File: config.mk
export PLATFORM = sky130hd
export DESIGN_NAME = memory_request_sequencer
export DESIGN_NICKNAME = d
export VERILOG_FILES = /design/src/rtl/msq_pkg.sv /design/src/rtl/memory_request_sequencer.sv /design/src/rtl/msq_core.sv /design/src/rtl/msq_skid.sv
export VERILOG_INCLUDE_DIRS = /design/src /design/src/rtl
export SDC_FILE = /design/constraint.sdc
export NUM_CORES = 1
export LEC_CHECK = 0
export ABC_CLOCK_PERIOD_IN_PS = 34400
export CAP_MARGIN = 20
export CORE_ASPECT_RATIO = 1.25
export CORE_MARGIN = 2
export CORE_UTILIZATION = 45
export DETAILED_ROUTE_END_ITERATION = 16
export DONT_BUFFER_PORTS = 1
export GPL_ROUTABILITY_DRIVEN = 0
export PLACE_DENSITY_LB_ADDON = 0.05
export SLEW_MARGIN = 20
export SYNTH_ARGS = -nofsm -noshare
export SYNTH_HDL_FRONTEND = slang
export SYNTH_SLANG_ARGS = --single-unit
File: constraint.sdc
create_clock -name clk -period 34.4 [get_ports clk]
set_clock_uncertainty 0.15 [all_clocks]
set_input_delay 6.88 -clock clk [delete_from_list [all_inputs] [get_ports clk]]
set_output_delay 6.88 -clock clk [all_outputs]
set_load 0.005 [all_outputs]
File: src/rtl/memory_request_sequencer_defines.svh
// assertion macros shared by the memory request sequencer rtl
// no dependencies; every macro samples on clk and is disabled while rst is high
`ifndef MEMORY_REQUEST_SEQUENCER_DEFINES_SVH
`define MEMORY_REQUEST_SEQUENCER_DEFINES_SVH

`ifndef SYNTH

// same-cycle implication
`define MSQ_ASSERT_NOW(lbl, ante, cons, msg) \
  lbl: assert property (@(posedge clk) disable iff (rst) (ante) |-> (cons)) else $error(msg);

// next-cycle implication
`define MSQ_ASSERT_NXT(lbl, ante, cons, msg) \
  lbl: assert property (@(posedge clk) disable iff (rst) (ante) |=> (cons)) else $error(msg);

`else

`define MSQ_ASSERT_NOW(lbl, ante, cons, msg)
`define MSQ_ASSERT_NXT(lbl, ante, cons, msg)

`endif

`endif

File: src/rtl/msq_pkg.sv
// shared constants and beat types of the memory request sequencer
// no dependencies
`timescale 1ns / 1ps

package msq_pkg;

  // delay line depths, 1..16
  localparam int CONTROL_DELAY  = 2;
  localparam int RESPONSE_DELAY = 3;
  // internal data and address widths, 8..64
  localparam int DATA_BITS      = 64;
  localparam int ADDRESS_BITS   = 32;

  // port widths
  localparam int WORD_W = 64;
  localparam int ADDR_W = 32;
  localparam int CNT_W  = 32;

  // write strobe carried by every write request (always full)
  localparam logic [15:0] FULL_STROBE = 16'hffff;

  typedef struct packed {
    logic              read_enable;
    logic              read_final;
    logic              write_enable;
    logic              write_final;
    logic              last_instruction;
    logic              scheduler_in_data_out;
    logic [ADDR_W-1:0] req_address;
    logic [WORD_W-1:0] req_write_data;
    logic              response_valid;
    logic [WORD_W-1:0] response_word;
  } item_t;

  typedef struct packed {
    logic              mem_request_valid;
    logic              mem_request_write;
    logic [ADDR_W-1:0] mem_request_address;
    logic [WORD_W-1:0] mem_request_data;
    logic [WORD_W-1:0] read_word;
    logic              read_word_valid;
    logic              read_word_final;
    logic              final_write_done;
    logic [1:0]        controller_state;
    logic [CNT_W-1:0]  early_response_count;
    logic [CNT_W-1:0]  missing_response_count;
  } result_t;

  // config write strobe and data into the core
  typedef struct packed {
    logic we;
    logic strict_timing;
  } cfg_t;

endpackage

File: src/rtl/memory_request_sequencer.sv
// memory request sequencer: one beat in is one clock of the memory interface
// the result beat carries the request, delayed read data and response counters
// uses: register stage and the output buffer
//   item channel (item_valid / item_stall): request fields plus the memory
//   response seen in that clock. a beat is taken when valid is high and stall
//   is low.
//   result channel (result_valid / result_stall): one result beat per item
//   beat, in order, showing every register as it stands after that item.
//   config channel (cfg_valid / cfg_ready / cfg_data): writes strict_timing,
//   which enables counting of early and missing responses. ready is always
//   high; write only while no beat is in flight.
//   latency: a result is valid the cycle after its item if output is free.
//   throughput: one item per cycle while item_stall is low; all work for a
//   beat is a single register stage, and the output register plus a one-entry
//   skid stage keep taking items while a result waits.
//   stall: with the receiver stalled, one more item is taken into the skid
//   stage, then item_stall rises until the receiver takes a beat.
//   reset (rst, synchronous): clears core registers and buffer valid flags,
//   controller idle, strict_timing 1; no result beat is pending after reset.
`timescale 1ns / 1ps

module memory_request_sequencer import msq_pkg::*; (
  input  logic              clk,
  input  logic              rst,

  input  logic              cfg_valid,
  output logic              cfg_ready,
  input  logic              cfg_data,

  input  logic              item_valid,
  output logic              item_stall,
  input  logic              read_enable,
  input  logic              read_final,
  input  logic              write_enable,
  input  logic              write_final,
  input  logic              last_instruction,
  input  logic              scheduler_in_data_out,
  input  logic [ADDR_W-1:0] req_address,
  input  logic [WORD_W-1:0] req_write_data,
  input  logic              response_valid,
  input  logic [WORD_W-1:0] response_word,

  output logic              result_valid,
  input  logic              result_stall,
  output logic              mem_request_valid,
  output logic              mem_request_write,
  output logic [ADDR_W-1:0] mem_request_address,
  output logic [WORD_W-1:0] mem_request_data,
  output logic [WORD_W-1:0] read_word,
  output logic              read_word_valid,
  output logic              read_word_final,
  output logic              final_write_done,
  output logic [1:0]        controller_state,
  output logic [CNT_W-1:0]  early_response_count,
  output logic [CNT_W-1:0]  missing_response_count
);

  item_t   item;
  cfg_t    cfg;
  result_t core_result;
  result_t out_beat;
  logic    fire;
  logic    skid_full;

  assign cfg_ready         = 1'b1;
  assign cfg.we            = cfg_valid && cfg_ready;
  assign cfg.strict_timing = cfg_data;

  assign item_stall = skid_full;
  assign fire       = item_valid && !item_stall;

  assign item.read_enable           = read_enable;
  assign item.read_final            = read_final;
  assign item.write_enable          = write_enable;
  assign item.write_final           = write_final;
  assign item.last_instruction      = last_instruction;
  assign item.scheduler_in_data_out = scheduler_in_data_out;
  assign item.req_address           = req_address;
  assign item.req_write_data        = req_write_data;
  assign item.response_valid        = response_valid;
  assign item.response_word         = response_word;

  msq_core u_core (
    .clk    (clk),
    .rst    (rst),
    .cfg    (cfg),
    .fire   (fire),
    .item   (item),
    .result (core_result)
  );

  msq_skid u_skid (
    .clk       (clk),
    .rst       (rst),
    .in_valid  (fire),
    .in_beat   (core_result),
    .full      (skid_full),
    .out_valid (result_valid),
    .out_stall (result_stall),
    .out_beat  (out_beat)
  );

  assign mem_request_valid      = out_beat.mem_request_valid;
  assign mem_request_write      = out_beat.mem_request_write;
  assign mem_request_address    = out_beat.mem_request_address;
  assign mem_request_data       = out_beat.mem_request_data;
  assign read_word              = out_beat.read_word;
  assign read_word_valid        = out_beat.read_word_valid;
  assign read_word_final        = out_beat.read_word_final;
  assign final_write_done       = out_beat.final_write_done;
  assign controller_state       = out_beat.controller_state;
  assign early_response_count   = out_beat.early_response_count;
  assign missing_response_count = out_beat.missing_response_count;

endmodule

File: src/rtl/msq_core.sv
// request register, delay lines, controller and response checking counters
// depends on msq_pkg and memory_request_sequencer_defines.svh
`timescale 1ns / 1ps
`include "memory_request_sequencer_defines.svh"

module msq_core import msq_pkg::*; (
  input  logic    clk,
  input  logic    rst,
  input  cfg_t    cfg,
  input  logic    fire,
  input  item_t   item,
  output result_t result
);

  typedef enum logic [1:0] {
    ST_IDLE = 2'd0,
    ST_REQ  = 2'd1,
    ST_WAIT = 2'd2
  } state_t;

  logic strict_timing;

  logic [DATA_BITS-1:0]      response_hold, response_hold_next;
  logic [DATA_BITS-1:0]      read_data_reg, read_data_reg_next;
  logic [CONTROL_DELAY-1:0]  read_valid_line, read_valid_line_next;
  logic [CONTROL_DELAY-1:0]  read_last_line, read_last_line_next;
  logic [RESPONSE_DELAY-1:0] expected_line, expected_line_next;
  logic                      read_valid_reg, read_valid_reg_next;
  logic                      read_last_reg, read_last_reg_next;
  logic                      request_valid, request_valid_next;
  logic                      request_write, request_write_next;
  logic [ADDRESS_BITS-1:0]   request_address, request_address_next;
  logic [DATA_BITS-1:0]      request_data, request_data_next;
  logic                      write_done, write_done_next;
  state_t                    state, state_next;
  logic [CNT_W-1:0]          early_cnt, early_cnt_next;
  logic [CNT_W-1:0]          missing_cnt, missing_cnt_next;

  logic rd, wr, rd_last, wr_last, expected;
  logic [15:0] strobe;

  assign rd       = item.read_enable;
  assign wr       = item.write_enable;
  assign rd_last  = rd & item.read_final;
  assign wr_last  = wr & item.write_final;
  assign expected = expected_line[RESPONSE_DELAY-1];
  // reads carry no strobe, writes the full one
  assign strobe   = request_write_next ? FULL_STROBE : '0;

  always_ff @(posedge clk) begin
    if (rst) begin
      strict_timing <= 1'b1;
    end else if (cfg.we) begin
      strict_timing <= cfg.strict_timing;
    end
  end

  always_comb begin
    // response counting looks at the expected line before it shifts
    early_cnt_next   = early_cnt;
    missing_cnt_next = missing_cnt;
    if (strict_timing) begin
      if (item.response_valid && !expected) begin
        if (early_cnt != '1) early_cnt_next = early_cnt + CNT_W'(1);
      end else if (!item.response_valid && expected) begin
        if (missing_cnt != '1) missing_cnt_next = missing_cnt + CNT_W'(1);
      end
    end

    read_data_reg_next = response_hold;
    response_hold_next = item.response_valid ? DATA_BITS'(item.response_word) : response_hold;

    read_valid_reg_next = read_valid_line[CONTROL_DELAY-1];
    read_last_reg_next  = read_last_line[CONTROL_DELAY-1];
    read_valid_line_next[0] = rd;
    read_last_line_next[0]  = rd_last;
    for (int i = 1; i < CONTROL_DELAY; i++) begin
      read_valid_line_next[i] = read_valid_line[i-1];
      read_last_line_next[i]  = read_last_line[i-1];
    end

    expected_line_next[0] = rd | wr;
    for (int i = 1; i < RESPONSE_DELAY; i++) begin
      expected_line_next[i] = expected_line[i-1];
    end

    // reads win over writes
    request_valid_next   = rd | wr;
    request_write_next   = !rd && wr;
    request_address_next = (rd | wr) ? ADDRESS_BITS'(item.req_address) : '0;
    request_data_next    = (!rd && wr) ? DATA_BITS'(item.req_write_data) : '0;
    write_done_next      = !rd && wr && item.write_final && item.last_instruction
                           && item.scheduler_in_data_out;

    state_next = state;
    if (rd || wr) begin
      unique case (state)
        ST_REQ:  state_next = ST_WAIT;
        ST_WAIT: if (rd_last || wr_last) state_next = ST_IDLE;
        default: state_next = ST_REQ;
      endcase
    end
  end

  always_ff @(posedge clk) begin
    if (rst) begin
      response_hold   <= '0;
      read_data_reg   <= '0;
      read_valid_line <= '0;
      read_last_line  <= '0;
      expected_line   <= '0;
      read_valid_reg  <= 1'b0;
      read_last_reg   <= 1'b0;
      request_valid   <= 1'b0;
      request_write   <= 1'b0;
      request_address <= '0;
      request_data    <= '0;
      write_done      <= 1'b0;
      state           <= ST_IDLE;
      early_cnt       <= '0;
      missing_cnt     <= '0;
    end else if (fire) begin
      response_hold   <= response_hold_next;
      read_data_reg   <= read_data_reg_next;
      read_valid_line <= read_valid_line_next;
      read_last_line  <= read_last_line_next;
      expected_line   <= expected_line_next;
      read_valid_reg  <= read_valid_reg_next;
      read_last_reg   <= read_last_reg_next;
      request_valid   <= request_valid_next;
      request_write   <= request_write_next;
      request_address <= request_address_next;
      request_data    <= request_data_next;
      write_done      <= write_done_next;
      state           <= state_next;
      early_cnt       <= early_cnt_next;
      missing_cnt     <= missing_cnt_next;
    end
  end

  // result beat shows the registers as they stand after this beat
  always_comb begin
    result.mem_request_valid      = request_valid_next;
    result.mem_request_write      = strobe == FULL_STROBE;
    result.mem_request_address    = ADDR_W'(request_address_next);
    result.mem_request_data       = WORD_W'(request_data_next);
    result.read_word              = WORD_W'(read_data_reg_next);
    result.read_word_valid        = read_valid_reg_next;
    result.read_word_final        = read_last_reg_next;
    result.final_write_done       = write_done_next;
    result.controller_state       = state_next;
    result.early_response_count   = early_cnt_next;
    result.missing_response_count = missing_cnt_next;
  end

  `MSQ_ASSERT_NXT(a_cnt_hold, !fire || !strict_timing, $stable(early_cnt) && $stable(missing_cnt), "counters moved without a strict beat")
  `MSQ_ASSERT_NXT(a_early_inc, fire && strict_timing && item.response_valid && !expected && early_cnt != '1, early_cnt == $past(early_cnt) + CNT_W'(1), "early response not counted")
  `MSQ_ASSERT_NXT(a_cnt_excl, fire, !(early_cnt != $past(early_cnt) && missing_cnt != $past(missing_cnt)), "early and missing counted on one beat")
  `MSQ_ASSERT_NXT(a_idle_req, fire && (rd || wr) && state == ST_IDLE, state == ST_REQ, "idle controller did not move to requesting")

endmodule

File: src/rtl/msq_skid.sv
// two-entry output buffer for result beats: output register plus skid stage
// depends on msq_pkg and memory_request_sequencer_defines.svh
`timescale 1ns / 1ps
`include "memory_request_sequencer_defines.svh"

module msq_skid import msq_pkg::*; (
  input  logic    clk,
  input  logic    rst,
  input  logic    in_valid,
  input  result_t in_beat,
  output logic    full,
  output logic    out_valid,
  input  logic    out_stall,
  output result_t out_beat
);

  logic    skid_valid;
  result_t skid_beat;
  logic    out_take;

  assign out_take = out_valid && !out_stall;
  assign full     = skid_valid;

  always_ff @(posedge clk) begin
    if (rst) begin
      out_valid  <= 1'b0;
      skid_valid <= 1'b0;
    end else if (!out_valid || out_take) begin
      // upstream is held off while the skid stage is full
      if (skid_valid) begin
        out_valid  <= 1'b1;
        skid_valid <= 1'b0;
      end else begin
        out_valid <= in_valid;
      end
    end else if (in_valid) begin
      skid_valid <= 1'b1;
    end
  end

  always_ff @(posedge clk) begin
    if (!out_valid || out_take) begin
      out_beat <= skid_valid ? skid_beat : in_beat;
    end else if (in_valid) begin
      skid_beat <= in_beat;
    end
  end

  `MSQ_ASSERT_NOW(a_skid_needs_out, skid_valid, out_valid, "skid stage full with output empty")
  `MSQ_ASSERT_NXT(a_park, in_valid && out_valid && out_stall, skid_valid, "beat lost while output stalled")
  `MSQ_ASSERT_NXT(a_drain, skid_valid && !out_stall, !skid_valid && out_valid, "skid stage did not drain")

endmodule

Word level (Yosys, flattened, before mapping)
Cells that the tools add are included.
{"block": "word_totals", "register_bits": 602, "inputBits": 173, "out_inout_bits": 234, "wordCells": 78}
{"block": "classes", "n_addsub": 2, "n_eq_ne": 5, "mux": 15, "n_bitwise": 4, "reduce_logical": 20}
{"op": "2-to-1 mux 32 bit", "count": 8}
{"op": "2-to-1 mux 231 bit", "count": 1}
{"op": "adder 32 x 1 -> 32 bit, second input constant", "count": 2}
{"op": "2-to-1 mux 64 bit", "count": 1}
{"op": "inequality test 32 bit, second input constant", "count": 2}
{"op": "== test 16 bit, second input constant", "count": 1}
{"op": "2-to-1 mux 16 bit", "count": 1}
{"op": "logical AND 1 bit", "count": 8}
{"op": "logical NOT 1 bit", "count": 6}
{"op": "2-to-1 mux 2 bit", "count": 2}
{"op": "one-hot mux 2 bit (2 select lines)", "count": 1}
{"op": "AND reduction 2 bit", "count": 2}
{"op": "logical OR 1 bit", "count": 3}
{"op": "AND 1 bit", "count": 2}
{"op": "== test 2 x 1 -> 1 bit, second input constant", "count": 1}
{"op": "== test 2 bit, second input constant", "count": 1}
{"op": "OR reduction 2 bit", "count": 1}
{"op": "2-to-1 mux 1 bit", "count": 1}
{"op": "inverter 1 bit", "count": 1}
{"op": "bitwise OR 1 bit", "count": 1}

Longest topological paths before layout
{"block": "depth", "word_depth": 6, "mapped_depth": 10}

By module
A second synthesis with hierarchy kept.
{"block": "unflattened", "cells_unflattened": 1785, "hier_area_um2": 25582.0}
{"mod": "msq_skid", "instances": 1, "cells_each": 726, "area_each_um2": 17475.5, "seq_area_each_um2": 13913.3}
{"mod": "msq_core", "instances": 1, "cells_each": 1056, "area_each_um2": 8081.5, "seq_area_each_um2": 2762.6}
{"mod": "memory_request_sequencer", "instances": 1, "cells_each": 3, "area_each_um2": 25.0, "seq_area_each_um2": 0.0}

Least setup slack after synthesis
No wires, ideal clock.
{"block": "synth_path", "path_kind": "input to register", "startpoint": "in result_stall", "endpoint": "reg u_skid.skid_beat[0] (netlist name), enable pin", "setup_ps": 2568, "arrival_time_ps": 26891, "required_time_ps": 31682, "setup_slack_ps": 4791, "path_stages": 2, "path_cell_list": "nand2_1 -> nor2_1"}
{"block": "synth_between", "elab_chain_cells": 5}
{"item": "start: declaration", "line": "memory_request_sequencer.sv:44", "source": "input logic result_stall,"}
{"item": "logical NOT 1 bit", "line": "msq_skid.sv:21", "source": "assign out_take = out_valid && !out_stall;"}
{"item": "logical AND 1 bit", "line": "msq_skid.sv:21"}
{"item": "logical OR 1 bit", "line": "msq_skid.sv:42", "source": "if (!out_valid || out_take) begin"}
{"item": "inverter 1 bit (no source line)"}
{"item": "AND reduction 2 bit (no source line)"}
{"item": "end signal: assignment", "line": "msq_skid.sv:45", "source": "skid_beat <= in_beat;"}
{"item": "end: declaration", "line": "msq_skid.sv:18", "source": "result_t skid_beat;"}
Every way passes these cells.
A chain may end at the register's enable or synchronous reset.

Final worst setup path
{"block": "layout_path", "startpoint": "in result_stall", "endpoint": "reg u_skid.skid_beat[171] (netlist name), enable pin"}
Same word-level chain as after synthesis.

==> metrics.cfg <==
[yosys]
synthCells=1877
synth_edf_count=462
synth_top_area_share_pct=55.8
synthAdderAreaFrac_pct=0.201
syn-num-nets=2054
synth_area_leaders=edfxtp_1 56%, dfxtp_1 11%, mux2_2 8.7%
synth_top_family_by_area=simple AND/OR/NAND/NOR gates
synth_flop_cell=edfxtp_1
ys_ff_latch=602
synth-compound-area-share_pct=7.46
yosysTopAreaCell=edfxtp_1
synth_xor_area_share_pct=1.23
async_flop_share_pct=0
netlist_area_sq_um=24900
avgSynthCellArea_sq_um=13.2
synthMuxAreaShare_pct=8.89
synth_cell_types=68
synthSimpleGateAreaFrac_pct=12.9
synth_seq_area_share_pct=67.1
yosysWarnings=0

[setup_path]
critPathLaunchType=input port
crit_arrival_ps=9600
cp-end-kind=flop
worstPathMaxFanout=75
crit_type=input port to flop
cp.required_ps=34470

[detailed_routing]
drc=0
routed-via-count=14694
avgViaCountPerCell=5.61
drt_wl_total_mm=59.0
ant_nets=0
dr.pass1.iters=5
wire_per_inst_microns=22.5
drtIter0Drc=1024

[cells_and_area]
layout_commonest_cell=edfxtp_1
area_growth_pct=10.5
layout_common_cells=462 x edfxtp_1, 213 x nand2_1, 192 x mux2_2, 139 x dfxtp_1, 133 x a21oi_1
drive_gt1_share_pct=18.0
nets=2011
n_fill_cell=4860

[floorplanning]
die_h_microns=267
core_sq_um=54800
ioPinCount=407
rows=96
die_area_sq_um=57100
initial_core_util_pct=45.4
dieWidth_microns=214

[clocking]
cts_setup_buffers=0
path_clk_slew_ps=70
h-tree-depth=2
numCtsBuffers=57
ctsResizeCount=0
root_buffer=clkbuf_16
cts_tree=done
clk_latency_ps=600
cts.sinks=602
clockBufferDepth=3
hold_buffers=0

[timing]
max_freq_mhz=105
min_period_ps=9520
tns_ps=0
slew_headroom_pct=29.7
slew_violations=0
finalSetupViolations=0
fin_crit_sh_pct=27.7
hold_ws_ps=299
tightest_slew_ps=1050
timing.final.hold_violations=0
grt_setup_unrepaired=no

[global_route]
grt_usage_pct=19.9
grt_overflow=0
grt_max_degree=144
grt_antenna_before_repair=8
grt_pass1_wl_mm=89.0
grt_pass1_vias=14291

[power_and_ir_drop]
leakagePower_uw=0.00962
power_uw=1550
p_per_area_nw_per_um2=56.5
peakVddDrop_mv=0.0412

[placed_design]
dp_hpwl_mm=36.6
io_buffers=0

[outcome]
status=finished clean

[run]
cap_violations=0

[hold_path]
min_path_type=flop to flop

==> through the flow <==
stage	setup slack, ps	std cells	instance area [sq um]	utilization, %
floorplan	4790	1877	24900	-
global placement	23690	2508	25400	46.5
detailed placement	23660	2508	25400	46.5
CTS	24310	2614	27400	50.1
global route	24610	2620	27500	50.1
finish	24880	2620	27500	50.1
==> layer usage <==
metal,global-route usage [%],up-vias,share of wire (%)
met2,32.0,426,48
met4,6.76,2,2.9
met3,5.73,108,7.4
li1,-,6911,-
met5,0,-,0.019
met1,26.0,7247,42
==> cells in the mapped netlist, drive strengths merged (32+ instances only) <==
library cell	number
a21oi	133
or4	38
and2	104
or3	56
nand2	215
edfxtp	462
dfxtp	140
nor2	58
o21ai	59
mux2	194
clkbuf	87
buf	36
o31ai	36
nand3	32
==> worst paths after layout <==
check,start,endpoint,slack (ps),cells after the start
worst max-delay path,result_stall,u_skid.skid_beat[171]$_DFFE_PP_,24880,4
worst min-delay path,u_core.read_data_reg_next[9]$_SDFFE_PP0P_,u_skid.skid_beat[78]$_DFFE_PP_,300,0
worst max register to register,u_skid.full$_SDFFE_PP0P_,u_skid.skid_beat[171]$_DFFE_PP_,30570,5
worst min register to register,u_core.read_data_reg_next[9]$_SDFFE_PP0P_,u_skid.skid_beat[78]$_DFFE_PP_,300,0
==> power breakdown <==
group / switching (uW) / internal [uW]
Sequential: 22.2 / 818
Clock: 276 / 389
Combinational: 30.2 / 18.2
==> state kept, by name, indices dropped and copies added, names as in the netlist <==
register and count:
u_skid.out_beat 231, u_skid.skid_beat 231, u_core.read_data_reg_next 64, u_core.early_cnt 32
u_core.missing_cnt 32, u_core.expected_line 3, u_core.read_last_line 2, u_core.read_valid_line 2
u_core.state 2, u_core.strict_timing 1, u_skid.full 1, u_skid.out_valid 1
==> critical path, stage by stage <==
cell     delay (ps)
nand2_4         340
nor2_4          800
buf_4           570
buf_4           880
==> cell families after synthesis <==
| kind of cell | after synthesis |
|---|---|
| AO/OA/AOI/OAI | 303 |
| XOR/XNOR | 34 |
| buffers and inverters | 133 |
| flip-flops | 602 |
| adder cells (fa/ha/maj) | 4 |
| AND/OR/NAND/NOR | 604 |
| multiplexers | 196 |
| other | 1 |
==> area by class of cell <==
| type | count | area (sq um) | area share, % |
|---|---|---|---|
| antenna | 4 | 10.0 | 0.0364 |
| timing repair buffer | 21 | 174 | 0.633 |
| multi-input combinational | 1142 | 7670 | 27.9 |
| inverter | 10 | 42.5 | 0.155 |
| clock buffer | 65 | 1510 | 5.49 |
| sequential | 602 | 16700 | 60.7 |
| clock inverter | 41 | 467 | 1.70 |
| tap | 735 | 920 | 3.35 |
No activity file was read; power rests on OpenSTA's default activity.
